$ cat src/sv/fac_pkg.sv
// Shared types, widths and register map of the fuzzy alignment controller.
// No dependencies; every other file in sv/ refers to it by scoped names.
`timescale 1ns / 1ps

package fac_pkg;

    // Rule base
    localparam int NUM_SETS  = 7;
    localparam int FRAC_BITS = 14;
    localparam int HALF_SETS = (NUM_SETS - 1) / 2;
    localparam int SET_CNT   = 2 * HALF_SETS + 1;

    // Field widths
    localparam int CFG_W   = 10;            // pixel registers
    localparam int SPD_W   = 15;            // Q1.14 magnitude registers
    localparam int X_W     = 16;            // input offset
    localparam int RATE_W  = 16;            // output rate
    localparam int COORD_W = CFG_W + 1;     // clamped offset, signed

    localparam int CFG_MAX = (1 << CFG_W) - 1;
    localparam int SPD_MAX = (1 << SPD_W) - 1;

    // Datapath widths
    localparam int DIST_W = $clog2((HALF_SETS + 1) * CFG_MAX + 1);
    localparam int SD_W   = DIST_W + 1;
    localparam int W_W    = CFG_W;
    localparam int PROD_W = W_W + SPD_W;
    localparam int SIDE_W = PROD_W + $clog2(HALF_SETS + 1);
    localparam int DEN_W  = $clog2(SET_CNT * CFG_MAX + 1);

    // Divider: quotient is a weighted mean of SPD_W-bit magnitudes
    localparam int Q_W        = SPD_W;
    localparam int DIV_STEPS  = 3;
    localparam int DIV_STAGES = Q_W / DIV_STEPS;

    // Register port
    localparam int REG_CNT   = 8;
    localparam int REG_IDX_W = $clog2(REG_CNT);
    localparam int ADDR_W    = REG_IDX_W + 2;
    localparam int DATA_W    = 32;

    typedef enum logic [REG_IDX_W-1:0] {
        REG_INPUT_LIMIT,
        REG_DEAD_ZONE,
        REG_TRI_HALF,
        REG_CENTER_STEP,
        REG_OUT_SMALL,
        REG_OUT_MEDIUM,
        REG_OUT_BIG,
        REG_MAX_SPEED
    } reg_idx_t;

    function automatic longint sat_spd(input longint v);
        return (v > SPD_MAX) ? longint'(SPD_MAX) : v;
    endfunction

    function automatic longint scaled_pct(input longint p);
        return ((p << FRAC_BITS) + 50) / 100;
    endfunction

    typedef struct packed {
        logic [CFG_W-1:0] input_limit;
        logic [CFG_W-1:0] dead_zone;
        logic [CFG_W-1:0] tri_half;
        logic [CFG_W-1:0] center_step;
        logic [SPD_W-1:0] out_small;
        logic [SPD_W-1:0] out_medium;
        logic [SPD_W-1:0] out_big;
        logic [SPD_W-1:0] max_speed;
    } cfg_t;

    localparam cfg_t CFG_RESET = '{
        input_limit: CFG_W'(160),
        dead_zone:   CFG_W'(15),
        tri_half:    CFG_W'(40),
        center_step: CFG_W'(40),
        out_small:   SPD_W'(sat_spd(scaled_pct(15))),
        out_medium:  SPD_W'(sat_spd(scaled_pct(30))),
        out_big:     SPD_W'(sat_spd(scaled_pct(50))),
        max_speed:   SPD_W'(sat_spd(scaled_pct(100)))
    };

    // Membership weights, one per set, lowest centre first
    typedef struct packed {
        logic [SET_CNT-1:0][W_W-1:0] w;
        logic                        aligned;
    } wt_t;

    // Weighted sum magnitude and weight total
    typedef struct packed {
        logic [SIDE_W-1:0] mag;
        logic [DEN_W-1:0]  den;
        logic              neg;
        logic              zero;
        logic              aligned;
    } acc_t;

    // One divider stage
    typedef struct packed {
        logic [DEN_W-1:0] rem;
        logic [Q_W-1:0]   low;
        logic [Q_W-1:0]   quo;
        logic [DEN_W-1:0] den;
        logic             neg;
        logic             zero;
        logic             aligned;
    } div_t;

endpackage

$ cat src/sv/fuzzy_alignment_controller_top.sv
// Channel    | Dir | Handshake                | Word contents (low bit up)
// s_axis     | in  | tvalid/tready            | tdata[15:0] x_offset, signed pixels
// m_axis     | out | tvalid/tready            | tdata[15:0] angular_rate Q2.14; tuser[0] aligned
// apb        | in  | psel/penable/pwrite      | 8 registers at 4*i, data 32 bits
//
// One word per cycle in and out while m_axis_tready is high; stages: clamp, weights, products,
// side sums, difference, five divider stages of three quotient bits each,
// output register. The divider sets the depth.
// rst_n clears valid bits asynchronously and loads register defaults.
// Each stage holds when the one after it is full and stalled; bubbles fill.
// Depends on fac_pkg, fac_regs, fac_weights, fac_accum and fac_divider.
`timescale 1ns / 1ps

module fuzzy_alignment_controller_top
(
    input  logic                        clk,
    input  logic                        rst_n,
    // tdata: x_offset[15:0]
    input  logic                        s_axis_tvalid,
    output logic                        s_axis_tready,
    input  logic [15:0]                 s_axis_tdata,
    // tdata: angular_rate[15:0]; tuser: aligned[0]
    output logic                        m_axis_tvalid,
    input  logic                        m_axis_tready,
    output logic [15:0]                 m_axis_tdata,
    output logic [0:0]                  m_axis_tuser,
    input  logic                        psel,
    input  logic                        penable,
    input  logic                        pwrite,
    input  logic [fac_pkg::ADDR_W-1:0]  paddr,
    input  logic [fac_pkg::DATA_W-1:0]  pwdata,
    output logic [fac_pkg::DATA_W-1:0]  prdata,
    output logic                        pready
);

    fac_pkg::cfg_t cfg;
    fac_pkg::wt_t  wt_data;
    fac_pkg::acc_t acc_data;
    logic          wt_valid;
    logic          wt_ready;
    logic          acc_valid;
    logic          acc_ready;

    logic signed [fac_pkg::RATE_W-1:0] rate;
    logic                              aligned;

    assign m_axis_tdata = rate;
    assign m_axis_tuser = aligned;

    fac_regs u_regs
    (
        .clk     (clk),
        .rst_n   (rst_n),
        .psel    (psel),
        .penable (penable),
        .pwrite  (pwrite),
        .paddr   (paddr),
        .pwdata  (pwdata),
        .prdata  (prdata),
        .pready  (pready),
        .cfg     (cfg)
    );

    fac_weights u_weights
    (
        .clk       (clk),
        .rst_n     (rst_n),
        .cfg       (cfg),
        .in_valid  (s_axis_tvalid),
        .in_ready  (s_axis_tready),
        .in_x      ($signed(s_axis_tdata)),
        .out_valid (wt_valid),
        .out_ready (wt_ready),
        .out_data  (wt_data)
    );

    fac_accum u_accum
    (
        .clk       (clk),
        .rst_n     (rst_n),
        .cfg       (cfg),
        .in_valid  (wt_valid),
        .in_ready  (wt_ready),
        .in_data   (wt_data),
        .out_valid (acc_valid),
        .out_ready (acc_ready),
        .out_data  (acc_data)
    );

    fac_divider u_divider
    (
        .clk         (clk),
        .rst_n       (rst_n),
        .cfg         (cfg),
        .in_valid    (acc_valid),
        .in_ready    (acc_ready),
        .in_data     (acc_data),
        .out_valid   (m_axis_tvalid),
        .out_ready   (m_axis_tready),
        .out_rate    (rate),
        .out_aligned (aligned)
    );

endmodule

$ cat src/sv/fac_regs.sv
// Configuration register file behind the APB-style port.
// Depends on fac_pkg for the register map and cfg_t.
`timescale 1ns / 1ps

module fac_regs
(
    input  logic                         clk,
    input  logic                         rst_n,
    input  logic                         psel,
    input  logic                         penable,
    input  logic                         pwrite,
    input  logic [fac_pkg::ADDR_W-1:0]   paddr,
    input  logic [fac_pkg::DATA_W-1:0]   pwdata,
    output logic [fac_pkg::DATA_W-1:0]   prdata,
    output logic                         pready,
    output fac_pkg::cfg_t                cfg
);

    fac_pkg::cfg_t     cfg_reg;
    fac_pkg::cfg_t     cfg_next;
    fac_pkg::reg_idx_t idx;
    logic              wr_en;

    assign idx    = fac_pkg::reg_idx_t'(paddr[fac_pkg::ADDR_W-1:2]);
    assign wr_en  = psel && penable && pwrite;
    assign pready = 1'b1;
    assign cfg    = cfg_reg;

    always_comb
    begin
        cfg_next = cfg_reg;
        if (wr_en)
        begin
            unique case (idx)
                fac_pkg::REG_INPUT_LIMIT: cfg_next.input_limit = pwdata[fac_pkg::CFG_W-1:0];
                fac_pkg::REG_DEAD_ZONE:   cfg_next.dead_zone   = pwdata[fac_pkg::CFG_W-1:0];
                fac_pkg::REG_TRI_HALF:    cfg_next.tri_half    = pwdata[fac_pkg::CFG_W-1:0];
                fac_pkg::REG_CENTER_STEP: cfg_next.center_step = pwdata[fac_pkg::CFG_W-1:0];
                fac_pkg::REG_OUT_SMALL:   cfg_next.out_small   = pwdata[fac_pkg::SPD_W-1:0];
                fac_pkg::REG_OUT_MEDIUM:  cfg_next.out_medium  = pwdata[fac_pkg::SPD_W-1:0];
                fac_pkg::REG_OUT_BIG:     cfg_next.out_big     = pwdata[fac_pkg::SPD_W-1:0];
                fac_pkg::REG_MAX_SPEED:   cfg_next.max_speed   = pwdata[fac_pkg::SPD_W-1:0];
            endcase
        end
    end

    always_ff @(posedge clk or negedge rst_n)
    begin
        if (!rst_n)
        begin
            cfg_reg <= fac_pkg::CFG_RESET;
        end
        else
        begin
            cfg_reg <= cfg_next;
        end
    end

    always_comb
    begin
        unique case (idx)
            fac_pkg::REG_INPUT_LIMIT: prdata = fac_pkg::DATA_W'(cfg_reg.input_limit);
            fac_pkg::REG_DEAD_ZONE:   prdata = fac_pkg::DATA_W'(cfg_reg.dead_zone);
            fac_pkg::REG_TRI_HALF:    prdata = fac_pkg::DATA_W'(cfg_reg.tri_half);
            fac_pkg::REG_CENTER_STEP: prdata = fac_pkg::DATA_W'(cfg_reg.center_step);
            fac_pkg::REG_OUT_SMALL:   prdata = fac_pkg::DATA_W'(cfg_reg.out_small);
            fac_pkg::REG_OUT_MEDIUM:  prdata = fac_pkg::DATA_W'(cfg_reg.out_medium);
            fac_pkg::REG_OUT_BIG:     prdata = fac_pkg::DATA_W'(cfg_reg.out_big);
            fac_pkg::REG_MAX_SPEED:   prdata = fac_pkg::DATA_W'(cfg_reg.max_speed);
        endcase
    end

endmodule

$ cat src/sv/fac_weights.sv
// Front pipeline: offset clamp, dead zone test, then triangular memberships.
// Two register stages; depends on fac_pkg.
`timescale 1ns / 1ps

module fac_weights
(
    input  logic                              clk,
    input  logic                              rst_n,
    input  fac_pkg::cfg_t                     cfg,
    input  logic                              in_valid,
    output logic                              in_ready,
    input  logic signed [fac_pkg::X_W-1:0]    in_x,
    output logic                              out_valid,
    input  logic                              out_ready,
    output fac_pkg::wt_t                      out_data
);

    logic [1:0] valid_reg;
    logic [2:0] rdy;

    logic signed [fac_pkg::COORD_W-1:0] x_reg;
    logic signed [fac_pkg::COORD_W-1:0] x_next;
    logic                               aligned_reg;
    logic                               aligned_next;
    fac_pkg::wt_t                       wt_reg;
    fac_pkg::wt_t                       wt_next;

    assign rdy[2]    = out_ready;
    assign rdy[1]    = !valid_reg[1] || rdy[2];
    assign rdy[0]    = !valid_reg[0] || rdy[1];
    assign in_ready  = rdy[0];
    assign out_valid = valid_reg[1];
    assign out_data  = wt_reg;

    // Stage 1: clamp and dead zone
    always_comb
    begin
        logic signed [fac_pkg::X_W:0] x_ext;
        logic signed [fac_pkg::X_W:0] lim_pos;
        logic signed [fac_pkg::X_W:0] lim_neg;
        logic signed [fac_pkg::X_W:0] clamp_v;
        logic [fac_pkg::CFG_W-1:0]    mag;

        x_ext   = (fac_pkg::X_W + 1)'(in_x);
        lim_pos = $signed({{(fac_pkg::X_W + 1 - fac_pkg::CFG_W){1'b0}}, cfg.input_limit});
        lim_neg = -lim_pos;
        if (x_ext > lim_pos)
        begin
            clamp_v = lim_pos;
        end
        else if (x_ext < lim_neg)
        begin
            clamp_v = lim_neg;
        end
        else
        begin
            clamp_v = x_ext;
        end
        x_next       = fac_pkg::COORD_W'(clamp_v);
        mag          = x_next[fac_pkg::COORD_W-1] ? fac_pkg::CFG_W'(-x_next)
                                                  : fac_pkg::CFG_W'(x_next);
        aligned_next = (mag < cfg.dead_zone);
    end

    // Stage 2: weight = triangle half span - |x - centre|, floored at zero
    always_comb
    begin
        int                                 kabs;
        logic [fac_pkg::DIST_W-1:0]         cmag;
        logic signed [fac_pkg::SD_W-1:0]    xe;
        logic signed [fac_pkg::SD_W-1:0]    ce;
        logic signed [fac_pkg::SD_W-1:0]    df;
        logic [fac_pkg::DIST_W-1:0]         gap;
        logic [fac_pkg::DIST_W-1:0]         hw;

        xe = fac_pkg::SD_W'(x_reg);
        hw = fac_pkg::DIST_W'(cfg.tri_half);
        wt_next.aligned = aligned_reg;
        for (int j = 0; j < fac_pkg::SET_CNT; j++)
        begin
            kabs = (j < fac_pkg::HALF_SETS) ? (fac_pkg::HALF_SETS - j) : (j - fac_pkg::HALF_SETS);
            cmag = fac_pkg::DIST_W'(int'(cfg.center_step) * kabs);
            ce   = (j < fac_pkg::HALF_SETS) ? -$signed({1'b0, cmag}) : $signed({1'b0, cmag});
            df   = xe - ce;
            gap  = df[fac_pkg::SD_W-1] ? fac_pkg::DIST_W'(-df) : fac_pkg::DIST_W'(df);
            wt_next.w[j] = (hw > gap) ? fac_pkg::W_W'(hw - gap) : '0;
        end
    end

    always_ff @(posedge clk or negedge rst_n)
    begin
        if (!rst_n)
        begin
            valid_reg <= '0;
        end
        else
        begin
            if (rdy[0])
            begin
                valid_reg[0] <= in_valid;
            end
            if (rdy[1])
            begin
                valid_reg[1] <= valid_reg[0];
            end
        end
    end

    always_ff @(posedge clk)
    begin
        if (rdy[0] && in_valid)
        begin
            x_reg       <= x_next;
            aligned_reg <= aligned_next;
        end
        if (rdy[1] && valid_reg[0])
        begin
            wt_reg <= wt_next;
        end
    end

endmodule

$ cat src/sv/fac_accum.sv
// Middle pipeline: weight times singleton, side sums, signed difference.
// Three register stages; depends on fac_pkg.
`timescale 1ns / 1ps

module fac_accum
(
    input  logic          clk,
    input  logic          rst_n,
    input  fac_pkg::cfg_t cfg,
    input  logic          in_valid,
    output logic          in_ready,
    input  fac_pkg::wt_t  in_data,
    output logic          out_valid,
    input  logic          out_ready,
    output fac_pkg::acc_t out_data
);

    localparam int H = fac_pkg::HALF_SETS;

    logic [2:0] valid_reg;
    logic [3:0] rdy;

    // Stage 3
    logic [H-1:0][fac_pkg::PROD_W-1:0] lprod_reg;
    logic [H-1:0][fac_pkg::PROD_W-1:0] lprod_next;
    logic [H-1:0][fac_pkg::PROD_W-1:0] rprod_reg;
    logic [H-1:0][fac_pkg::PROD_W-1:0] rprod_next;
    logic [fac_pkg::DEN_W-1:0]         den3_reg;
    logic [fac_pkg::DEN_W-1:0]         den3_next;
    logic                              al3_reg;

    // Stage 4
    logic [fac_pkg::SIDE_W-1:0] suml_reg;
    logic [fac_pkg::SIDE_W-1:0] suml_next;
    logic [fac_pkg::SIDE_W-1:0] sumr_reg;
    logic [fac_pkg::SIDE_W-1:0] sumr_next;
    logic [fac_pkg::DEN_W-1:0]  den4_reg;
    logic                       al4_reg;

    // Stage 5
    fac_pkg::acc_t acc_reg;
    fac_pkg::acc_t acc_next;

    function automatic logic [fac_pkg::SPD_W-1:0] singleton(input fac_pkg::cfg_t c,
                                                            input int kabs);
        priority if (kabs == 1)
        begin
            return c.out_small;
        end
        else if (kabs == 2)
        begin
            return c.out_medium;
        end
        else
        begin
            return c.out_big;
        end
    endfunction

    assign rdy[3]    = out_ready;
    assign rdy[2]    = !valid_reg[2] || rdy[3];
    assign rdy[1]    = !valid_reg[1] || rdy[2];
    assign rdy[0]    = !valid_reg[0] || rdy[1];
    assign in_ready  = rdy[0];
    assign out_valid = valid_reg[2];
    assign out_data  = acc_reg;

    // Left sets turn positive, right sets negative; the centre set adds weight only
    always_comb
    begin
        for (int i = 0; i < H; i++)
        begin
            lprod_next[i] = fac_pkg::PROD_W'(in_data.w[i])
                          * fac_pkg::PROD_W'(singleton(cfg, H - i));
            rprod_next[i] = fac_pkg::PROD_W'(in_data.w[H + 1 + i])
                          * fac_pkg::PROD_W'(singleton(cfg, i + 1));
        end
        den3_next = '0;
        for (int j = 0; j < fac_pkg::SET_CNT; j++)
        begin
            den3_next = den3_next + fac_pkg::DEN_W'(in_data.w[j]);
        end
    end

    always_comb
    begin
        suml_next = '0;
        sumr_next = '0;
        for (int i = 0; i < H; i++)
        begin
            suml_next = suml_next + fac_pkg::SIDE_W'(lprod_reg[i]);
            sumr_next = sumr_next + fac_pkg::SIDE_W'(rprod_reg[i]);
        end
    end

    always_comb
    begin
        acc_next.neg     = (sumr_reg > suml_reg);
        acc_next.mag     = acc_next.neg ? (sumr_reg - suml_reg) : (suml_reg - sumr_reg);
        acc_next.den     = den4_reg;
        acc_next.zero    = (den4_reg == '0);
        acc_next.aligned = al4_reg;
    end

    always_ff @(posedge clk or negedge rst_n)
    begin
        if (!rst_n)
        begin
            valid_reg <= '0;
        end
        else
        begin
            if (rdy[0])
            begin
                valid_reg[0] <= in_valid;
            end
            if (rdy[1])
            begin
                valid_reg[1] <= valid_reg[0];
            end
            if (rdy[2])
            begin
                valid_reg[2] <= valid_reg[1];
            end
        end
    end

    always_ff @(posedge clk)
    begin
        if (rdy[0] && in_valid)
        begin
            lprod_reg <= lprod_next;
            rprod_reg <= rprod_next;
            den3_reg  <= den3_next;
            al3_reg   <= in_data.aligned;
        end
        if (rdy[1] && valid_reg[0])
        begin
            suml_reg <= suml_next;
            sumr_reg <= sumr_next;
            den4_reg <= den3_reg;
            al4_reg  <= al3_reg;
        end
        if (rdy[2] && valid_reg[1])
        begin
            acc_reg <= acc_next;
        end
    end

endmodule

$ cat src/sv/fac_divider.sv
// Pipelined restoring divider for the weighted mean, then sign, clamp and
// the output register. Depends on fac_pkg.
`timescale 1ns / 1ps

module fac_divider
(
    input  logic                               clk,
    input  logic                               rst_n,
    input  fac_pkg::cfg_t                      cfg,
    input  logic                               in_valid,
    output logic                               in_ready,
    input  fac_pkg::acc_t                      in_data,
    output logic                               out_valid,
    input  logic                               out_ready,
    output logic signed [fac_pkg::RATE_W-1:0]  out_rate,
    output logic                               out_aligned
);

    localparam int NST = fac_pkg::DIV_STAGES;

    logic [NST-1:0] valid_reg;
    logic [NST:0]   vld_ext;
    logic [NST:0]   rdy_ext;

    fac_pkg::div_t entry;
    fac_pkg::div_t stage_in   [NST];
    fac_pkg::div_t stage_next [NST];
    fac_pkg::div_t stage_reg  [NST];

    logic                              out_valid_reg;
    logic signed [fac_pkg::RATE_W-1:0] rate_reg;
    logic signed [fac_pkg::RATE_W-1:0] rate_next;
    logic                              aligned_reg;

    assign vld_ext = {valid_reg, in_valid};
    assign rdy_ext[NST] = !out_valid_reg || out_ready;
    assign in_ready    = rdy_ext[0];
    assign out_valid   = out_valid_reg;
    assign out_rate    = rate_reg;
    assign out_aligned = aligned_reg;

    // The quotient fits Q_W bits, so the high part of the dividend already
    // lies below the divisor and seeds the remainder.
    always_comb
    begin
        entry.rem     = fac_pkg::DEN_W'(in_data.mag >> fac_pkg::Q_W);
        entry.low     = in_data.mag[fac_pkg::Q_W-1:0];
        entry.quo     = '0;
        entry.den     = in_data.den;
        entry.neg     = in_data.neg;
        entry.zero    = in_data.zero;
        entry.aligned = in_data.aligned;
    end

    for (genvar s = 0; s < NST; s++)
    begin : g_stage
        assign rdy_ext[s] = !valid_reg[s] || rdy_ext[s + 1];

        if (s == 0)
        begin : g_first
            assign stage_in[s] = entry;
        end
        else
        begin : g_rest
            assign stage_in[s] = stage_reg[s - 1];
        end

        always_comb
        begin
            fac_pkg::div_t            t;
            logic [fac_pkg::DEN_W:0]  r2;

            t = stage_in[s];
            for (int i = 0; i < fac_pkg::DIV_STEPS; i++)
            begin
                r2    = {t.rem, t.low[fac_pkg::Q_W-1]};
                t.low = t.low << 1;
                if (r2 >= {1'b0, t.den})
                begin
                    t.rem = fac_pkg::DEN_W'(r2 - {1'b0, t.den});
                    t.quo = {t.quo[fac_pkg::Q_W-2:0], 1'b1};
                end
                else
                begin
                    t.rem = fac_pkg::DEN_W'(r2);
                    t.quo = {t.quo[fac_pkg::Q_W-2:0], 1'b0};
                end
            end
            stage_next[s] = t;
        end

        always_ff @(posedge clk)
        begin
            if (rdy_ext[s] && vld_ext[s])
            begin
                stage_reg[s] <= stage_next[s];
            end
        end
    end

    // Truncation toward zero: divide magnitudes, then apply the sign
    always_comb
    begin
        fac_pkg::div_t              last;
        logic [fac_pkg::Q_W-1:0]    qc;

        last = stage_reg[NST - 1];
        qc   = (last.quo > cfg.max_speed) ? cfg.max_speed : last.quo;
        if (last.zero || last.aligned)
        begin
            rate_next = '0;
        end
        else if (last.neg)
        begin
            rate_next = -$signed(fac_pkg::RATE_W'(qc));
        end
        else
        begin
            rate_next = $signed(fac_pkg::RATE_W'(qc));
        end
    end

    always_ff @(posedge clk or negedge rst_n)
    begin
        if (!rst_n)
        begin
            valid_reg     <= '0;
            out_valid_reg <= 1'b0;
        end
        else
        begin
            for (int i = 0; i < NST; i++)
            begin
                if (rdy_ext[i])
                begin
                    valid_reg[i] <= vld_ext[i];
                end
            end
            if (rdy_ext[NST])
            begin
                out_valid_reg <= valid_reg[NST - 1];
            end
        end
    end

    always_ff @(posedge clk)
    begin
        if (rdy_ext[NST] && valid_reg[NST - 1])
        begin
            rate_reg    <= rate_next;
            aligned_reg <= stage_reg[NST - 1].aligned;
        end
    end

endmodule
$ cat config.mk
export PLATFORM = sky130hd
export DESIGN_NAME = fuzzy_alignment_controller_top
export DESIGN_NICKNAME = d
export VERILOG_FILES = /design/src/sv/fac_pkg.sv /design/src/sv/fuzzy_alignment_controller_top.sv /design/src/sv/fac_regs.sv /design/src/sv/fac_weights.sv /design/src/sv/fac_accum.sv /design/src/sv/fac_divider.sv
export SDC_FILE = /design/constraint.sdc
export NUM_CORES = 2
export LEC_CHECK = 0
export BUFFER_PORTS_ARGS = -buffer_cell sky130_fd_sc_hd__clkbuf_2
export CAP_MARGIN = 10
export CORE_UTILIZATION = 61
export DETAILED_ROUTE_END_ITERATION = 12
export HOLD_SLACK_MARGIN = 0.06
export PLACE_DENSITY = 0.84
export SKIP_CTS_REPAIR_TIMING = 1
export SLEW_MARGIN = 20
export SYNTH_ARGS = -nofsm -noshare
export SYNTH_HDL_FRONTEND = slang
export SYNTH_SLANG_ARGS = --single-unit
$ cat constraint.sdc
create_clock -name clk -period 11.1 [get_ports clk]
set_clock_uncertainty 0.1 [all_clocks]
set_input_delay 1.11 -clock clk [delete_from_list [all_inputs] [get_ports clk]]
set_output_delay 1.11 -clock clk [all_outputs]
set_load 0.005 [all_outputs]
* Word level (Yosys, flattened, before mapping) *
Memory sizes are Yosys's and may differ from the RTL's.
Index checks and enable logic that the tools add are counted.

operators by class
  add/sub/neg operators = 53
  multipliers = 7
  magnitude comparators = 27
  equal/unequal tests = 7
  mux-type cells = 54
  bitwise operators = 1
  reduce and logical (&&, ||, !) cells = 47

operator list
  kind              count
  $pmux 32 s8       1
  $ge 14x13->1      14
  $mux 13           15
  $sub 13x13->13    15
  $mul 10x15->25    6
  $gt 10x12->1      7
  $mux 12           7
  $neg 12->12       6
  $sub 10x10->10    7
  $add 13x10->13    5
  $add 27x25->27    2
  $sub 27x27->27    2
  $add 25x25->26    2
  $sub 11x13->13    4
  $mux 15           2
  $gt 27x27->1      1
  $mux 27           1
  $mux 1            25
  $mux 11           2
  $lt 16x17->1      1
  $neg 10->17       1
  $gt 16x11->1      1
  $neg 15->16       1
  $reduce_and 2->1  8
  23 further kinds  60

storage, ports and cells
  register bits = 486
  memory bits (writable) = 280
  memories = 1

memories
  memory               words  bits a word  rd ports  clocked after Yosys merged registers in  write ports  line               RTL
  u_divider.stage_reg  5      56           5         0                                        5            fac_divider.sv:28  fac_pkg::div_t stage_reg [NST];

* Logic depth before layout (Yosys ltp) *
  depth in word-level cells = 13
  gate-level depth with buffers = 40

* By module *
Synthesis repeated with hierarchy kept, for this count alone.

second synthesis, totals
  cells, all modules = 8396
  area, all modules = 80549.8 um2

by module, submodules not included
  module       times used  cells each  area an instance (um2)
  fac_accum    1           4686        45122.0
  fac_divider  1           1932        18490.2
  fac_weights  1           1437        12104.1
  fac_regs     1           341         4833.4

* Worst setup path before layout *
No wires, ideal clock.

  kind = reg2reg
  start point = memory u_divider.stage_reg[1][42] (netlist bit)
  end point = memory u_divider.stage_reg[2][48] (netlist bit) (data pin)
  library setup time = 261 ps
  arrival = 7323 ps
  required time = 10739 ps
  slack = 3416 ps
  cell stages (with the launch flop) = 37
  path buffers = 3
  cell sequence = edfxtp_1 -> inv_1 -> ha_1 -> inv_1 -> fa_1 -> a21o_1 -> a21oi_1 -> o21bai_1 -> o31ai_1 -> a21oi_1 -> o32a_1 -> clkbuf_1 -> buf_1 -> mux2i_1 -> inv_1 -> ha_1 -> a21o_1 -> a21o_1 -> a21oi_1 -> o21ai_0 -> a21oi_1 -> o21ai_0 -> nor4_1 -> o211ai_1 -> mux2_2 -> ha_1 -> nor2b_1 -> o21ai_0 -> nand2b_1 -> a221o_1 -> a21oi_1 -> o21ai_1 -> a211oi_1 -> o21bai_1 -> a211o_1 -> buf_2 -> a221o_1

RTL lines
  item                line
  start: declaration  fac_divider.sv:28

==> flow_summary.ini <==
[global_route]
top_usage_layer = met2
grt_max_degree = 86
grt_use_met3 = 0.0598
track_usage = 0.335
grt_pass1_wl_um = 340000
grt_use_met2 = 0.557
overflow = 0
first_global_vias = 62000
use_met1 = 0.404
antenna_found_initial = 16

[detailed_routing]
route.detailed.drc = 0
dr.pass1.iters = 8
drtAntennaViolNets = 0
num_vias = 61300
dr.first_iter.drc_count = 5294
viasPerCell = 6.09
wl_per_cell_um = 21.8
drt_wl_total_um = 220000

[floorplan]
chipHeight_um = 362
die_w_um = 362
fp.dieArea_mm2 = 0.131
start_util = 0.617
core_area_mm2 = 0.128
io_pins = 112
num_rows = 131

[timing]
tightest_slew_ns = 1.17
fin_crit_ns = 9.47
maxSlewViolCount = 0
report.final.hold_viol_count = 0
max_freq_mhz = 106
max-slew-margin-rel = 0.217
finalCritPeriodShare = 0.853
setup_viol = 0
finalSetupTns_ns = 0
rsz0062_at_grt = false

[yosys]
synth_edf_count = 569
async_flop_share = 0.163
syn_area_per_cell_um2 = 9.49
synth-seq-area-share = 0.252
synth_cell_types = 92
synth_ff_type = edfxtp_1
synth_warnings = 0
syn_inst = 8319
ys_ff_latch = 680
synthesis.area_mm2 = 0.0790

[layout]
drive_above_1_share = 0.0535
largest_reg_flops = 194
nets = 9946
fillCellCount = 9935
areaGrowthSynthToFinish_pct = 5.79

[setup_path]
required_ns = 11.45
criticalPathCategory = register to register
ff2ff_path_depth = 33
cp_max_fo = 15
ff2ff_setup_slack_ns = 1.63
r2r-end = u_divider.stage_reg[3][53]
cp-end-kind = register
worstSetupStartpointType = register
slowest_delay_ns = 0.63
r2r_start = u_divider.stage_reg[2][4]
crit_top_cell = o21ai_0
arrival_ns = 9.82
slowest_stage = and2_1

[cts]
clk_path_buf_depth = 3
cts.htree.levels = 3
cts_root_buffer = clkbuf_16
clock_sinks = 680
cts_tree = done
worstSkewPairLatency_ns = 0.67
numCtsBuffers = 76
path_clk_slew_ns = 0.06

[hold_path]
hp-class = register to register
min_delay_path_depth = 0
min_from = u_divider.stage_reg[0][37]
hold_path_end = u_divider.stage_reg[1][40]

[placement]
dpl.hpwl_um = 174000
port_buffers = 74
gp_congestion = 0.997

[outcome]
status = finished clean

[run]
drv_cap = 0
==> cell usage in the layout (no fill, tap or decap), types with 87 or more instances in the layout <==
cell type,count
inv_1,1086
ha_1,930
nand2_1,808
fa_1,687
edfxtp_1,569
a21oi_1,434
and2_1,429
nor2_1,426
xnor2_1,366
o21ai_0,364
xor2_1,185
a21o_1,163
nor3_1,136
nor2b_1,113
mux2i_1,102
nand3_1,92
o21bai_1,87
==> per-layer routing <==
layer	share of wire	up-vias
met3	0.082	686
met1	0.38	29900
met5	0.00028	-
met2	0.47	2628
met4	0.071	10
li1	-	28100
==> cells by family (layout without fill, tap and decap cells) <==
logic type,count (synthesis),after routing,synth area share
adder cells (fa/ha/maj),1617,1617,0.322
flip-flops,680,680,0.252
AND/OR/NAND/NOR,2357,2357,0.146
other,2,27,0.0000951
XOR/XNOR,552,552,0.0612
AO/OA/AOI/OAI,1558,1558,0.127
buffers and inverters,1364,1361,0.0659
multiplexers,189,189,0.0268
==> synthesized netlist by cell type, types with 45 or more instances <==
| master | instances | area [um2] |
|---|---|---|
| mux2_2 | 77 | 867 |
| a21oi_1 | 435 | 2180 |
| o21bai_1 | 87 | 653 |
| mux2i_1 | 102 | 1020 |
| o21ai_0 | 364 | 1820 |
| xnor2_1 | 366 | 3210 |
| o21a_1 | 76 | 571 |
| a31oi_1 | 45 | 282 |
| nand2b_1 | 81 | 507 |
| xor2_1 | 186 | 1630 |
| nand2_1 | 808 | 3030 |
| dfrtp_1 | 86 | 2150 |
| inv_1 | 1086 | 4080 |
| edfxtp_1 | 569 | 17100 |
| clkbuf_1 | 235 | 882 |
| nand4_1 | 75 | 469 |
| and2_1 | 434 | 2720 |
| nor2b_1 | 115 | 719 |
| nand3_1 | 92 | 460 |
| ha_1 | 930 | 11600 |
| fa_1 | 687 | 13800 |
| a21o_1 | 163 | 1220 |
| nor3_1 | 136 | 681 |
| nor2_1 | 427 | 1600 |
==> final cells by class <==
| type | count | area (um2) | area share |
|---|---|---|---|
| antenna | 9 | 22.5 | 0.000270 |
| clock buffer | 91 | 2010 | 0.0241 |
| clock inverter | 50 | 559 | 0.00670 |
| inverter | 1089 | 4090 | 0.0489 |
| multi-input combinational | 6291 | 54000 | 0.646 |
| sequential | 680 | 19900 | 0.238 |
| tap | 1729 | 2160 | 0.0259 |
| timing repair buffer | 131 | 801 | 0.00959 |
==> worst max-delay path: cells and delay by family (launching register included) <==
family / cells / cell delay (ns)
flip-flops: 1 / 0.46
adder cells (fa/ha/maj): 3 / 1.43
buffers and inverters: 4 / 0.88
AO/OA/AOI/OAI: 20 / 4.56
AND/OR/NAND/NOR: 6 / 1.82
==> how the worst max path moves through the flow <==
stage | end | startpoint | cells after the start | slack, ns
after global routing | u_divider.stage_reg[3][53] | u_divider.stage_reg[2][4] | 33 | 1.07
after floorplan | u_divider.stage_reg[2][48] | u_divider.stage_reg[1][42] | 36 | 3.42
final | u_divider.stage_reg[3][53] | u_divider.stage_reg[2][4] | 33 | 1.63
after global placement | u_divider.stage_reg[3][53] | u_divider.stage_reg[2][4] | 33 | 1.83
after CTS | u_divider.stage_reg[3][53] | u_divider.stage_reg[2][4] | 33 | 1.75
after detailed placement | u_divider.stage_reg[3][53] | u_divider.stage_reg[2][4] | 33 | 1.79
==> stage by stage <==
step           cell area (um2)  worst slack (ns)  cells  utilization  hold slack, ns
2_1_floorplan            79000              3.42   8335            -           0.300
3_3_place_gp             80900              1.83   9920        0.632           0.304
3_5_place_dp             80900              1.79   9920        0.632           0.305
4_1_cts                  83500              1.75  10100        0.652           0.311
5_1_grt                  83500              1.07  10100        0.652           0.320
6_report                 83500              1.63  10100        0.652           0.311
Power is not shown: default switching activity piles up to over one toggle a cycle in this logic, so the estimate is an artifact.
